[config.mk]
export PLATFORM = sky130hd
export DESIGN_NAME = genetic_generation_engine_core
export DESIGN_NICKNAME = d
export VERILOG_FILES = /design/src/design/gge_pkg.sv /design/src/design/gge_ctrl.sv /design/src/design/gge_dp.sv /design/src/design/genetic_generation_engine_core.sv
export SDC_FILE = /design/constraint.sdc
export NUM_CORES = 1
export LEC_CHECK = 0
export ABC_AREA = 1
export BUFFER_PORTS_ARGS = -buffer_cell sky130_fd_sc_hd__buf_2
export CORE_MARGIN = 4
export CORE_UTILIZATION = 60
export CTS_CLUSTER_DIAMETER = 60
export DETAILED_ROUTE_END_ITERATION = 6
export PLACE_DENSITY = 0.81
export SYNTH_ARGS = -nofsm -noshare
export SYNTH_HDL_FRONTEND = slang
export SYNTH_SLANG_ARGS = --single-unit
[constraint.sdc]
create_clock -name clk -period 9.3 [get_ports clk]
set_input_delay 0.93 -clock clk [delete_from_list [all_inputs] [get_ports clk]]
set_output_delay 0.93 -clock clk [all_outputs]
set_load 0.01 [all_outputs]
[src/design/gge_pkg.sv]
// shared types and constants for the generation engine
// no dependencies
`default_nettype none
package gge_pkg;
  localparam int PopSize = 8;
  localparam int StringBits = 8;
  localparam logic [31:0] LfsrTaps = 32'h80200003;
  localparam logic [31:0] SeedReset = 32'd1;
  localparam logic [15:0] XoverReset = 16'd45875;
  localparam logic [15:0] MutReset = 16'd66;
  localparam logic [1:0] REG_SEED = 2'd0;
  localparam logic [1:0] REG_XOVER = 2'd1;
  localparam logic [1:0] REG_MUT = 2'd2;
  localparam logic REQ_LOAD = 1'b0;
  localparam logic REQ_RUN = 1'b1;

  typedef struct packed {
    logic       req_type;
    logic [2:0] member_index;
    logic [7:0] member_value;
  } in_item_t;

  typedef struct packed {
    logic [2:0] member_slot;
    logic [7:0] member_bits;
    logic [3:0] member_fit;
    logic       all_ones;
    logic       last_member;
  } out_item_t;

  // controller to datapath commands
  typedef struct packed {
    logic load;
    logic fit_sum;
    logic sel_start;
    logic div_step;
    logic sel_step;
    logic xo_roll;
    logic xo_locus;
    logic xo_write;
    logic mut_step;
  } gge_cmd_t;

  typedef struct packed {
    logic sel_found;
    logic xo_hit;
  } gge_stat_t;

  function automatic logic [31:0] lfsr_step(input logic [31:0] v);
    lfsr_step = v[0] ? ((v >> 1) ^ LfsrTaps) : (v >> 1);
  endfunction

  function automatic logic [3:0] ones8(input logic [7:0] v);
    logic [3:0] n;
    n = '0;
    for (int b = 0; b < 8; b++) n = n + {3'd0, v[b]};
    return n;
  endfunction
endpackage
`default_nettype wire

[src/design/gge_ctrl.sv]
// sequencer for loads and generation phases
// depends on gge_pkg
`default_nettype none
module gge_ctrl #(
  parameter int POP_SIZE = gge_pkg::PopSize,
  parameter int IW = $clog2(POP_SIZE)
) (
  input  wire logic clk,
  input  wire logic rst,
  input  wire logic in_valid,
  output logic      in_ready,
  input  wire logic in_req,
  output logic      out_valid,
  input  wire logic out_ready,
  input  wire gge_pkg::gge_stat_t stat,
  output gge_pkg::gge_cmd_t cmd,
  output logic [IW-1:0] idx,
  output logic [IW-1:0] scan,
  output logic [2:0] bit_idx
);
  import gge_pkg::*;
  typedef enum logic [8:0] {
    S_IDLE = 9'b000000001, S_SUM = 9'b000000010, S_SEL = 9'b000000100,
    S_DIV = 9'b000001000, S_SCAN = 9'b000010000, S_XR = 9'b000100000,
    S_XL = 9'b001000000, S_MUT = 9'b010000000, S_EMIT = 9'b100000000
  } state_t;
  state_t state, state_next;
  logic [IW-1:0] idx_next, scan_next;
  logic [2:0] bit_next;
  logic [IW:0] idx2;
  localparam logic [IW-1:0] LAST = IW'(POP_SIZE - 1);
  localparam bit ODD = (POP_SIZE % 2) == 1;

  assign idx2 = {1'b0, idx} + (IW+1)'(2);

  always_comb begin
    state_next = state; idx_next = idx; scan_next = scan; bit_next = bit_idx;
    cmd = '0; in_ready = 1'b0; out_valid = 1'b0;
    case (state)
      S_IDLE: begin
        in_ready = 1'b1;
        if (in_valid) begin
          if (in_req == REQ_LOAD) cmd.load = 1'b1;
          else begin
            state_next = S_SUM; idx_next = '0;
          end
        end
      end
      S_SUM: begin
        cmd.fit_sum = 1'b1;
        if (idx == LAST) begin
          state_next = S_SEL; idx_next = '0;
        end else idx_next = idx + 1'b1;
      end
      S_SEL: begin
        cmd.sel_start = 1'b1; state_next = S_DIV; bit_next = '0;
      end
      S_DIV: begin
        cmd.div_step = 1'b1; bit_next = bit_idx + 1'b1;
        if (bit_idx == 3'd7) begin
          state_next = S_SCAN; scan_next = '0;
        end
      end
      S_SCAN: begin
        cmd.sel_step = 1'b1;
        if (stat.sel_found || scan == LAST) begin
          if (idx == LAST) begin
            idx_next = '0;
            state_next = (ODD && POP_SIZE == 1) ? S_MUT : S_XR;
            if (ODD && LAST == '0) state_next = S_MUT;
          end else begin
            idx_next = idx + 1'b1; state_next = S_SEL;
          end
        end else scan_next = scan + 1'b1;
      end
      S_XR: begin
        if (ODD && idx == LAST) begin
          cmd.xo_write = 1'b1; state_next = S_MUT; idx_next = '0; bit_next = '0;
        end else begin
          cmd.xo_roll = 1'b1;
          if (stat.xo_hit) state_next = S_XL;
          else begin
            cmd.xo_write = 1'b1;
            if (idx2 > {1'b0, LAST}) begin
              state_next = S_MUT; idx_next = '0; bit_next = '0;
            end else idx_next = idx + IW'(2);
          end
        end
      end
      S_XL: begin
        cmd.xo_locus = 1'b1; cmd.xo_write = 1'b1;
        if (idx2 > {1'b0, LAST}) begin
          state_next = S_MUT; idx_next = '0; bit_next = '0;
        end else begin
          idx_next = idx + IW'(2); state_next = S_XR;
        end
      end
      S_MUT: begin
        cmd.mut_step = 1'b1; bit_next = bit_idx + 1'b1;
        if (bit_idx == 3'd7) begin
          if (idx == LAST) begin
            state_next = S_EMIT; idx_next = '0;
          end else idx_next = idx + 1'b1;
        end
      end
      S_EMIT: begin
        out_valid = 1'b1;
        if (out_ready) begin
          if (idx == LAST) state_next = S_IDLE;
          else idx_next = idx + 1'b1;
        end
      end
      default: state_next = S_IDLE;
    endcase
  end

  always_ff @(posedge clk) begin
    if (rst) begin
      state <= S_IDLE; idx <= '0; scan <= '0; bit_idx <= '0;
    end else begin
      state <= state_next; idx <= idx_next; scan <= scan_next; bit_idx <= bit_next;
    end
  end
endmodule
`default_nettype wire

[src/design/gge_dp.sv]
// population, fitness, selection, crossover, mutation and lfsr datapath
// depends on gge_pkg
`default_nettype none
module gge_dp #(
  parameter int POP_SIZE = gge_pkg::PopSize,
  parameter int IW = $clog2(POP_SIZE)
) (
  input  wire logic clk,
  input  wire logic rst,
  input  wire gge_pkg::gge_cmd_t cmd,
  output gge_pkg::gge_stat_t stat,
  input  wire logic [IW-1:0] idx,
  input  wire logic [IW-1:0] scan,
  input  wire logic [2:0] bit_idx,
  input  wire gge_pkg::in_item_t in_item,
  input  wire logic cfg_we,
  input  wire logic [1:0] cfg_index,
  input  wire logic [31:0] cfg_data,
  output gge_pkg::out_item_t out_item
);
  import gge_pkg::*;
  localparam int SW = $clog2(8 * POP_SIZE + 1);
  logic [7:0] pop [POP_SIZE];
  logic [3:0] fit [POP_SIZE];
  logic [IW-1:0] sel [POP_SIZE];
  logic [31:0] lfsr, seed_lfsr;
  logic [15:0] xo_thr, mut_thr;
  logic [SW-1:0] sum, acc, rmod, dvs;
  logic [31:0] nxt;
  logic [7:0] pa, pb, mask;
  logic [3:0] facc;
  logic mut_hit;
  logic [7:0] nextp [POP_SIZE];

  assign nxt = lfsr_step(lfsr);
  assign seed_lfsr = (cfg_data == '0) ? 32'd1 : cfg_data;
  assign facc = fit[scan];
  // zero fitness sum takes the draw modulo the population size
  assign dvs = (sum == '0) ? SW'(POP_SIZE) : sum;
  assign stat.sel_found = (sum == '0) || (rmod < acc + SW'(facc));
  assign stat.xo_hit = nxt[31:16] < xo_thr;
  assign mut_hit = nxt[31:16] < mut_thr;
  assign pa = pop[sel[idx]];
  assign pb = pop[sel[(idx == IW'(POP_SIZE - 1)) ? idx : idx + 1'b1]];
  assign mask = 8'((9'd1 << nxt[2:0]) - 9'd1);

  // remainder of the draw by the divisor: four restoring steps per cycle,
  // shifting in the 32-bit draw four bits at a time
  logic [31:0] dsrc;
  logic [SW:0] rem_w;
  always_comb begin
    rem_w = {1'b0, rmod};
    for (int k = 0; k < 4; k++) begin
      rem_w = {rem_w[SW-1:0], dsrc[31 - k]};
      if (rem_w >= {1'b0, dvs}) rem_w = rem_w - {1'b0, dvs};
    end
  end

  always_ff @(posedge clk) begin
    if (rst) begin
      lfsr <= SeedReset; xo_thr <= XoverReset; mut_thr <= MutReset;
      for (int i = 0; i < POP_SIZE; i++) begin
        pop[i] <= '0; fit[i] <= '0;
      end
    end else begin
      if (cfg_we) begin
        case (cfg_index)
          REG_SEED: lfsr <= seed_lfsr;
          REG_XOVER: xo_thr <= cfg_data[15:0];
          REG_MUT: mut_thr <= cfg_data[15:0];
          default: ;
        endcase
      end
      if (cmd.load && int'(in_item.member_index) < POP_SIZE)
        pop[IW'(in_item.member_index)] <= in_item.member_value;
      if (cmd.fit_sum) begin
        fit[idx] <= ones8(pop[idx]);
        sum <= (idx == '0) ? SW'(ones8(pop[idx])) : sum + SW'(ones8(pop[idx]));
      end
      if (cmd.sel_start) begin
        lfsr <= nxt; acc <= '0;
        dsrc <= nxt; rmod <= '0;
      end
      if (cmd.div_step) begin
        rmod <= rem_w[SW-1:0];
        dsrc <= {dsrc[27:0], 4'd0};
      end
      if (cmd.sel_step) begin
        acc <= acc + SW'(facc);
        sel[idx] <= (sum == '0) ? IW'(rmod) : scan;
      end
      if (cmd.xo_roll) lfsr <= nxt;
      if (cmd.xo_locus) lfsr <= nxt;
      if (cmd.mut_step) begin
        lfsr <= nxt;
        // at bit 0 a member takes its crossover child, bit 0 toggled on a hit; later bits toggle in place
        if (bit_idx == '0) pop[idx] <= nextp[idx] ^ {7'd0, mut_hit};
        else if (mut_hit) pop[idx][bit_idx] <= ~pop[idx][bit_idx];
      end
    end
  end

  // crossover writes into a staging copy, taken over member by member
  always_ff @(posedge clk) begin
    if (cmd.xo_write) begin
      if (cmd.xo_locus) begin
        nextp[idx] <= (pa & mask) | (pb & ~mask);
        if (idx != IW'(POP_SIZE - 1)) nextp[idx + 1'b1] <= (pb & mask) | (pa & ~mask);
      end else begin
        nextp[idx] <= pa;
        if (idx != IW'(POP_SIZE - 1)) nextp[idx + 1'b1] <= pb;
      end
    end
  end

  assign out_item.member_slot = 3'(idx);
  assign out_item.member_bits = pop[idx];
  assign out_item.member_fit = ones8(pop[idx]);
  assign out_item.all_ones = pop[idx] == 8'hFF;
  assign out_item.last_member = idx == IW'(POP_SIZE - 1);
endmodule
`default_nettype wire

[src/design/genetic_generation_engine_core.sv]
// one-max genetic generation engine, top level; depends on gge_pkg, gge_ctrl, gge_dp
// load item: accepted while idle, no result, the next item may follow at once
// run item: a fitness pass over all slots, then per slot a draw, the remainder steps and a
// scan; then crossover per pair of slots, mutation bit by bit, then POP result items one per
// cycle while out_ready is high; no new item is taken until the last result is out
// reset (synchronous, rst high): population and fitness zero, thresholds default, lfsr 1
`default_nettype none
module genetic_generation_engine_core #(
  parameter int POP_SIZE = gge_pkg::PopSize
) (
  input  wire logic clk,
  input  wire logic rst,
  input  wire logic in_valid,
  output logic      in_ready,
  input  wire gge_pkg::in_item_t in_data,
  output logic      out_valid,
  input  wire logic out_ready,
  output gge_pkg::out_item_t out_data,
  input  wire logic cfg_valid,
  output logic      cfg_ready,
  input  wire logic [1:0] cfg_index,
  input  wire logic [31:0] cfg_data
);
  import gge_pkg::*;
  localparam int IW = $clog2(POP_SIZE);
  gge_cmd_t cmd;
  gge_stat_t stat;
  logic [IW-1:0] idx, scan;
  logic [2:0] bit_idx;

  // config is always taken
  assign cfg_ready = 1'b1;

  gge_ctrl #(.POP_SIZE(POP_SIZE)) u_ctrl (
    .clk, .rst, .in_valid, .in_ready, .in_req(in_data.req_type),
    .out_valid, .out_ready, .stat, .cmd, .idx, .scan, .bit_idx
  );

  gge_dp #(.POP_SIZE(POP_SIZE)) u_dp (
    .clk, .rst, .cmd, .stat, .idx, .scan, .bit_idx, .in_item(in_data),
    .cfg_we(cfg_valid), .cfg_index, .cfg_data, .out_item(out_data)
  );
endmodule
`default_nettype wire

==> results of run 1 <==
[kinds of logic after synthesis]
group / synth area share [%]
xor+xnor: 1.08
mux: 0.0535
other cells: 0.0178
flops: 42.2
compound gates: 13.2
simple gates: 28.3
fa+ha+maj: 6.30
buf+inv: 8.92
[cell type report]
type / instances / area, µm²
sequential: 325 / 8880
fill: 2954 / 11900
inverter: 323 / 1220
timing repair buffer: 82 / 440
clock buffer: 53 / 1100
multi-input combinational: 2019 / 10300
clock inverter: 15 / 110
tap: 455 / 569
[per-layer routing]
metal	vias to the layer above	global-route usage, %
met4	0	10.4
met3	149	3.73
met5	-	0
met1	9088	41.9
li1	9309	-
met2	1108	47.9
[power breakdown]
part	total [mW]	internal (mW)	switching [mW]	leakage [nW]
logic	3.43	0.995	2.44	6.57
clock network	1.47	0.857	0.611	0.599
registers	1.84	1.76	0.0765	3.00
[cells in the final DEF, fill, tap and decap left out, drive strengths merged, types with 2 or more instances in the layout]
master,n
o21a,2
fa,10
o21ai,234
nor2,270
a32o,7
nand3,141
inv,323
buf,82
xnor2,16
a211oi,3
nand2,845
nand4,74
o22ai,12
clkbuf,53
a21o,2
xor2,10
o31a,2
nor3,36
edfxtp,237
ha,90
nor4,12
dfxtp,88
o31ai,4
or2,9
a31oi,7
nand3b,6
clkinv,14
a21oi,165
o211ai,52
o311ai,2
[path summary, 6_finish.rpt]
path	start	to	slack [ns]	depth (start not counted)
worst max-delay path	u_dp.sum[2]	u_dp.rmod[6]	1.59	45
worst min-delay path	u_dp.xo_thr[11]	u_dp.xo_thr[11]	0.46	2
worst max register to register	u_dp.sum[2]	u_dp.rmod[6]	1.59	45
worst min register to register	u_dp.xo_thr[11]	u_dp.xo_thr[11]	0.46	2
[cell usage after synthesis, types with 3 or more instances]
| master | instances | area, µm² |
|---|---|---|
| nand3_2 | 8 | 80.1 |
| xor2_1 | 10 | 87.6 |
| o21ai_0 | 222 | 1110 |
| nand3_1 | 132 | 661 |
| nand2_1 | 809 | 3040 |
| a32o_1 | 7 | 70.1 |
| nor4_1 | 11 | 68.8 |
| nor3_1 | 33 | 165 |
| o211ai_1 | 52 | 390 |
| xnor2_1 | 16 | 140 |
| nor2_2 | 9 | 56.3 |
| clkinv_1 | 4 | 15.0 |
| a21oi_2 | 4 | 35.0 |
| buf_6 | 18 | 203 |
| or2_2 | 8 | 50.1 |
| inv_1 | 297 | 1110 |
| a21oi_1 | 161 | 806 |
| ha_1 | 90 | 1130 |
| clkbuf_1 | 53 | 199 |
| buf_1 | 5 | 18.8 |
| a211oi_1 | 3 | 22.5 |
| dfxtp_1 | 88 | 1760 |
| fa_1 | 10 | 200 |
| nand2_4 | 6 | 67.6 |
| o31ai_1 | 4 | 30.0 |
| o22ai_1 | 12 | 75.1 |
| nand3b_1 | 6 | 45.0 |
| buf_4 | 9 | 67.6 |
| inv_4 | 3 | 18.8 |
| nor2_4 | 3 | 33.8 |
| nand4_1 | 74 | 463 |
| buf_2 | 34 | 170 |
| edfxtp_1 | 237 | 7120 |
| inv_2 | 19 | 71.3 |
| nor2_1 | 258 | 968 |
| a31oi_1 | 7 | 43.8 |
| o21ai_1 | 11 | 55.1 |
| nand2_2 | 30 | 188 |
[metrics by stage]
step                total power, mW  util (%)
floorplan                      4.18         -
global placement               5.03      62.0
detailed placement             5.17      62.0
CTS                            6.64      65.5
global route                   7.15      65.5
finish                         6.74      65.5
[worst min-delay path, delay by kind of cell (launching register included)]
family                 cells  cell delay [ns]
buffers and inverters      1             0.06
flip-flops                 1             0.30
AO/OA/AOI/OAI              1             0.06
[sequential cells by signal (all words and copies together) (netlist names), 9 cells and up, named ones only]
name	count
u_dp.nextp	64
u_dp.xo_thr	16
u_dp.fit	32
u_dp.lfsr	32
u_dp.sel	24
u_ctrl.state	9
u_dp.mut_thr	16
u_dp.dsrc	32
u_dp.pop	64
==> results.cfg, run 1 <==
[status]
status = finished, final reports clean

[final_layout]
stdcell_count = 3272
drive_above_1_share_pct = 8.52
fin_nets = 2940
syn_to_final_growth_pct = 7.49
n_antenna_cell = 0
postLayoutCellArea_mm2 = 0.0226

[drt]
ant_nets = 0
wl_met3_mm = 6.12
drt_iter0_drc = 2467
vias = 19700
top_layer = met4
drc = 0
via_per_inst = 6.01
routed-wl-met2_mm = 27.0
drt_pass1_iterations = 7
wire_per_inst_um = 18.0
met1_length_mm = 24.0
wirelength_mm = 59.0

[sta]
fin_hold_ws_ns = 0.464
clock_skew_ns = 0.0142
slew_headroom_pct = 8.68
drv_slew = 0
tightest_slew_ns = 1.37
max_freq_mhz = 130
rsz0062_at_grt = false
final-setup-viol-count = 0
finalCritPeriodShare_pct = 82.9
fin_crit_ns = 7.71
finalWorstSetupSlack_ns = 1.59
hold_viol_final = 0
timing.setup.tns_ns = 0

[critical_path]
max_stage_delay_ns = 0.48
cpMaxStageDelayCell = ha_1
cp.required_ns = 9.59
cp_max_fo = 12
cpMostUsedCell = nand2_1
start_kind = flip-flop
path_delay_family = simple AND/OR/NAND/NOR gates
critPathKind = flip-flop to flip-flop
cp.arrival_ns = 8.00
cp-end-kind = flip-flop
path_buf_inv = 6

[floorplan]
start_util_pct = 61.0
rows = 68
die_h_um = 195
die_w_um = 195
pin_count = 71
core-area_mm2 = 0.0345
die-area_mm2 = 0.0382

[grt]
antenna_found_initial = 0
grt_pass1_wl_mm = 94.2
track_usage_pct = 29.8
grt_max_degree = 91
grt_pass1_vias = 18500
grt_overflow = 0

[logic_synthesis]
syn-cell-area_mm2 = 0.0211
syn-num-nets = 2937
synth_flop_cell = edfxtp_1
postSynthAreaPerCell_um2 = 7.56
synth_seq_cells = 325
synth_cells = 2786
synth-edff-count = 237
synth_cell_types = 56
ys_async_sr_fraction_pct = 0
ys_seq_area_share_pct = 42.2
synth_warnings = 0

[clock_tree]
insertion_delay_ns = 0.54
cts_resized = 0
numCtsBuffers = 38
cts_setup_buffers = 0
cts-htree-levels = 2
path_clk_slew_ns = 0.06
clockRootBuffer = clkbuf_16
cts_tree = built
tritoncts_num_sinks = 325
clockBufferDepth = 3
hold_buffers = 0

[run]
max-cap-violations = 0

[place]
io_buffers = 69
hpwl_mm = 41.2
place.gp.congestion = 0.941
pre_cts_ws_ns = 1.68
placed_cell_area_mm2 = 0.0214
dp.cells = 3203

[power_and_ir_drop]
p_leak_nw = 10.2
cellPowerDensity_mw_per_mm2 = 298
peakVddDrop_uv = 307

[hold_path]
hp-class = flip-flop to flip-flop
Power figures use the tool's default switching activity.
==> run 2, diff against run 1 <==
--- a/config.mk
+++ b/config.mk
@@ -5,7 +5,7 @@
 export SDC_FILE = /design/constraint.sdc
 export NUM_CORES = 1
 export LEC_CHECK = 0
-export ABC_AREA = 1
+export ABC_AREA = 0
 export BUFFER_PORTS_ARGS = -buffer_cell sky130_fd_sc_hd__buf_2
 export CORE_MARGIN = 4
 export CORE_UTILIZATION = 60
==> constraint.sdc (replaced) <==
create_clock -name clk -period 7.8 [get_ports clk]
set_input_delay 0.78 -clock clk [delete_from_list [all_inputs] [get_ports clk]]
set_output_delay 0.78 -clock clk [all_outputs]
set_load 0.01 [all_outputs]
==> run 2 against run 1 <==
  * Final cell count down 24%
  * Register-to-register slack worse by 1.6 ns
  * Clock skew about the same
  * Maximum frequency down 0.83%
  * Synthesized cell count down 31%
  * Worst setup slack worse by 1.6 ns
  * Synthesized area down 2.8%
  * Critical endpoint is now u_dp.rmod[0]
==> results.cfg, run 2 <==
[place]
pre_cts_ws_ns = -0.370
io_buffers = 69
hpwl_mm = 38.9
place.gp.congestion = 0.980

[critical_path]
start_kind = flip-flop
cp_max_fo = 8
cp.required_ns = 8.05
cp.arrival_ns = 8.02
r2r-end = u_dp.rmod[0]
cpMaxStageDelayCell = or4_4
critPathKind = flip-flop to flip-flop
r2r-start = u_dp.sum[3]
reg2reg_depth = 33
cp-end-kind = flip-flop
r2r_setup_slack_ns = 0.02
max_stage_delay_ns = 0.56

[final_layout]
n_antenna_cell = 0
reg_top3 = u_dp.nextp: 64 flops, u_dp.pop: 64 flops
n_fill_cell = 2394
fin_nets = 2154
multi_input_area_mm2 = 0.0112
syn_to_final_growth_pct = 12.5
mostFrequentLayoutCells = nand2_1, edfxtp_1, nor2_1, a211oi_1, dfxtp_1
drive_above_1_share_pct = 21.5
layout_commonest_cell = nand2_1
seqCellArea_mm2 = 0.00888

[logic_synthesis]
postSynthAreaPerCell_um2 = 10.6
yosys.area_share.adder_pct = 6.48
synth_top_area_cell = edfxtp_1
synth_compound_area_share_pct = 15.0
ys_seq_area_share_pct = 43.4
yosysTopAreaCellShare_pct = 34.8
synthXorXnorAreaFrac_pct = 1.11
synth_seq_cells = 325
synth_simple_gate_area_share_pct = 14.4
yosysMostFrequentCell = nand2_1
syn-num-nets = 2077
synth_top_family_by_area = multiplexers
netlist_top_cells_count = nand2_1, edfxtp_1, nor2_1, a211oi_1, ha_1
synth_flop_cell = edfxtp_1
synth_warnings = 0
synth-edff-count = 237
muxShareOfSynthArea_pct = 16.1
ys_async_sr_fraction_pct = 0
syn-cell-area_mm2 = 0.0205
synth_cells = 1926
synth.area.top_cells = edfxtp_1, dfxtp_1, mux4_2
synth_cell_types = 82

[drt]
wirelength_mm = 56.3
drt_iter0_drc = 2116
ant_nets = 0
via_per_inst = 6.63
vias = 16400
drc = 0
wire_per_inst_um = 22.7
drt_pass1_iterations = 6

[grt]
grt_max_degree = 103
track_usage_pct = 29.5
grt_pass1_wl_mm = 86.0
antenna_found_initial = 0
grt_pass1_vias = 15800
grt_overflow = 0

[power_and_ir_drop]
cellPowerDensity_mw_per_mm2 = 305
seq_power_share_pct = 29.9
finalPower_mw = 7.01
clockPowerShare_pct = 24.5
switchingPower_mw = 2.68
peakVddDrop_uv = 230
pwr-share-comb_pct = 45.7
intPower_mw = 4.33
p_leak_nw = 8.42
p_sw_share_pct = 38.2

[hold_path]
hp-class = flip-flop to flip-flop
whs_path_depth = 2
hold_path_end = u_dp.xo_thr[11]
hp-start = u_dp.xo_thr[11]

[sta]
max_freq_mhz = 129
final-setup-viol-count = 0
finalWorstSetupSlack_ns = 0.0249
drv_slew = 0
timing.setup.tns_ns = 0
hold_viol_final = 0
finalCritPeriodShare_pct = 99.7
tightest_slew_ns = 1.11
fin_crit_ns = 7.78
clock_skew_ns = 0.0140
fin_hold_ws_ns = 0.456
slew_headroom_pct = 25.3
rsz0062_at_grt = true

[floorplan]
die_h_um = 193
rows = 67
pin_count = 71
core-area_mm2 = 0.0336
die_w_um = 193
start_util_pct = 60.9
die-area_mm2 = 0.0371

[status]
status = finished, final reports clean

[clock_tree]
clockBufferDepth = 3
cts-htree-levels = 2
tritoncts_num_sinks = 325
insertion_delay_ns = 0.52
numCtsBuffers = 36
hold_buffers = 0
clockRootBuffer = clkbuf_16
path_clk_slew_ns = 0.06
cts_tree = built

[run]
max-cap-violations = 0
run 2: layout make-up:
cell class | count | area share [%]
clock buffers | 44 | 4.14
inverters | 83 | 1.35
multi-input cells | 1415 | 48.6
repair buffers | 142 | 3.94
flip-flops and latches | 325 | 38.6
clock inverters | 22 | 0.935
well taps | 448 | 2.44
run 2: cells by family after synthesis:
| family | Yosys count |
|---|---|
| AOI/OAI and AO/OA | 432 |
| xor gates and xnor gates | 26 |
| adders and majority gates | 100 |
| buffers and inverters | 186 |
| DFF | 325 |
| muxes | 219 |
| other | 1 |
| and+or+nand+nor | 637 |
run 2: critical path, delay by kind of cell, from the launching register on:
family	cells	cell delay (ns)
DFF	1	0.40
muxes	1	0.36
adders and majority gates	4	1.11
and+or+nand+nor	7	1.61
buffers and inverters	2	0.20
AOI/OAI and AO/OA	19	3.84
run 2: what timing repair did:
action | CTS | global route
pin swaps | 2 | 31
endpoints found under the setup margin | 7 | 7
resized for setup | 6 | 32
buffers inserted | 3 | 22
endpoints found under the hold margin | 0 | 0
run 2: metal layers:
layer / up-vias / routed length (µm) / GRT usage [%]
met2: 896 / 27000 / 48.8
li1: 7411 / - / -
met1: 7955 / 21900 / 39.2
met4: 0 / 2140 / 10.3
met5: - / 0 / 0
met3: 175 / 5290 / 5.81
run 2: worst max path at each step:
stage                 from      endpoint
4_1_cts        u_dp.sum[6]  u_dp.rmod[1]
5_1_grt        u_dp.sum[3]  u_dp.rmod[0]
2_1_floorplan  u_dp.sum[6]  u_dp.rmod[2]
6_report       u_dp.sum[3]  u_dp.rmod[0]
3_3_place_gp   u_dp.sum[6]  u_dp.rmod[2]
3_5_place_dp   u_dp.sum[6]  u_dp.rmod[2]
run 2: stage by stage:
stage	std cells	area, µm²	utilization [%]
5_1_grt	2479	23000	68.4
3_5_place_dp	2388	21500	63.9
2_1_floorplan	1926	20600	-
3_3_place_gp	2388	21500	63.9
4_1_cts	2457	22700	67.5
6_report	2479	23000	68.4
run 2: power by group through the flow:
stage	combinational (mW)	sequential [mW]	clock [mW]
global placement	2.81	2.12	0
CTS	3.01	2.09	1.71
floorplan	2.12	2.09	0
detailed placement	2.95	2.13	0
global route	3.42	2.10	1.79
finish	3.20	2.09	1.71
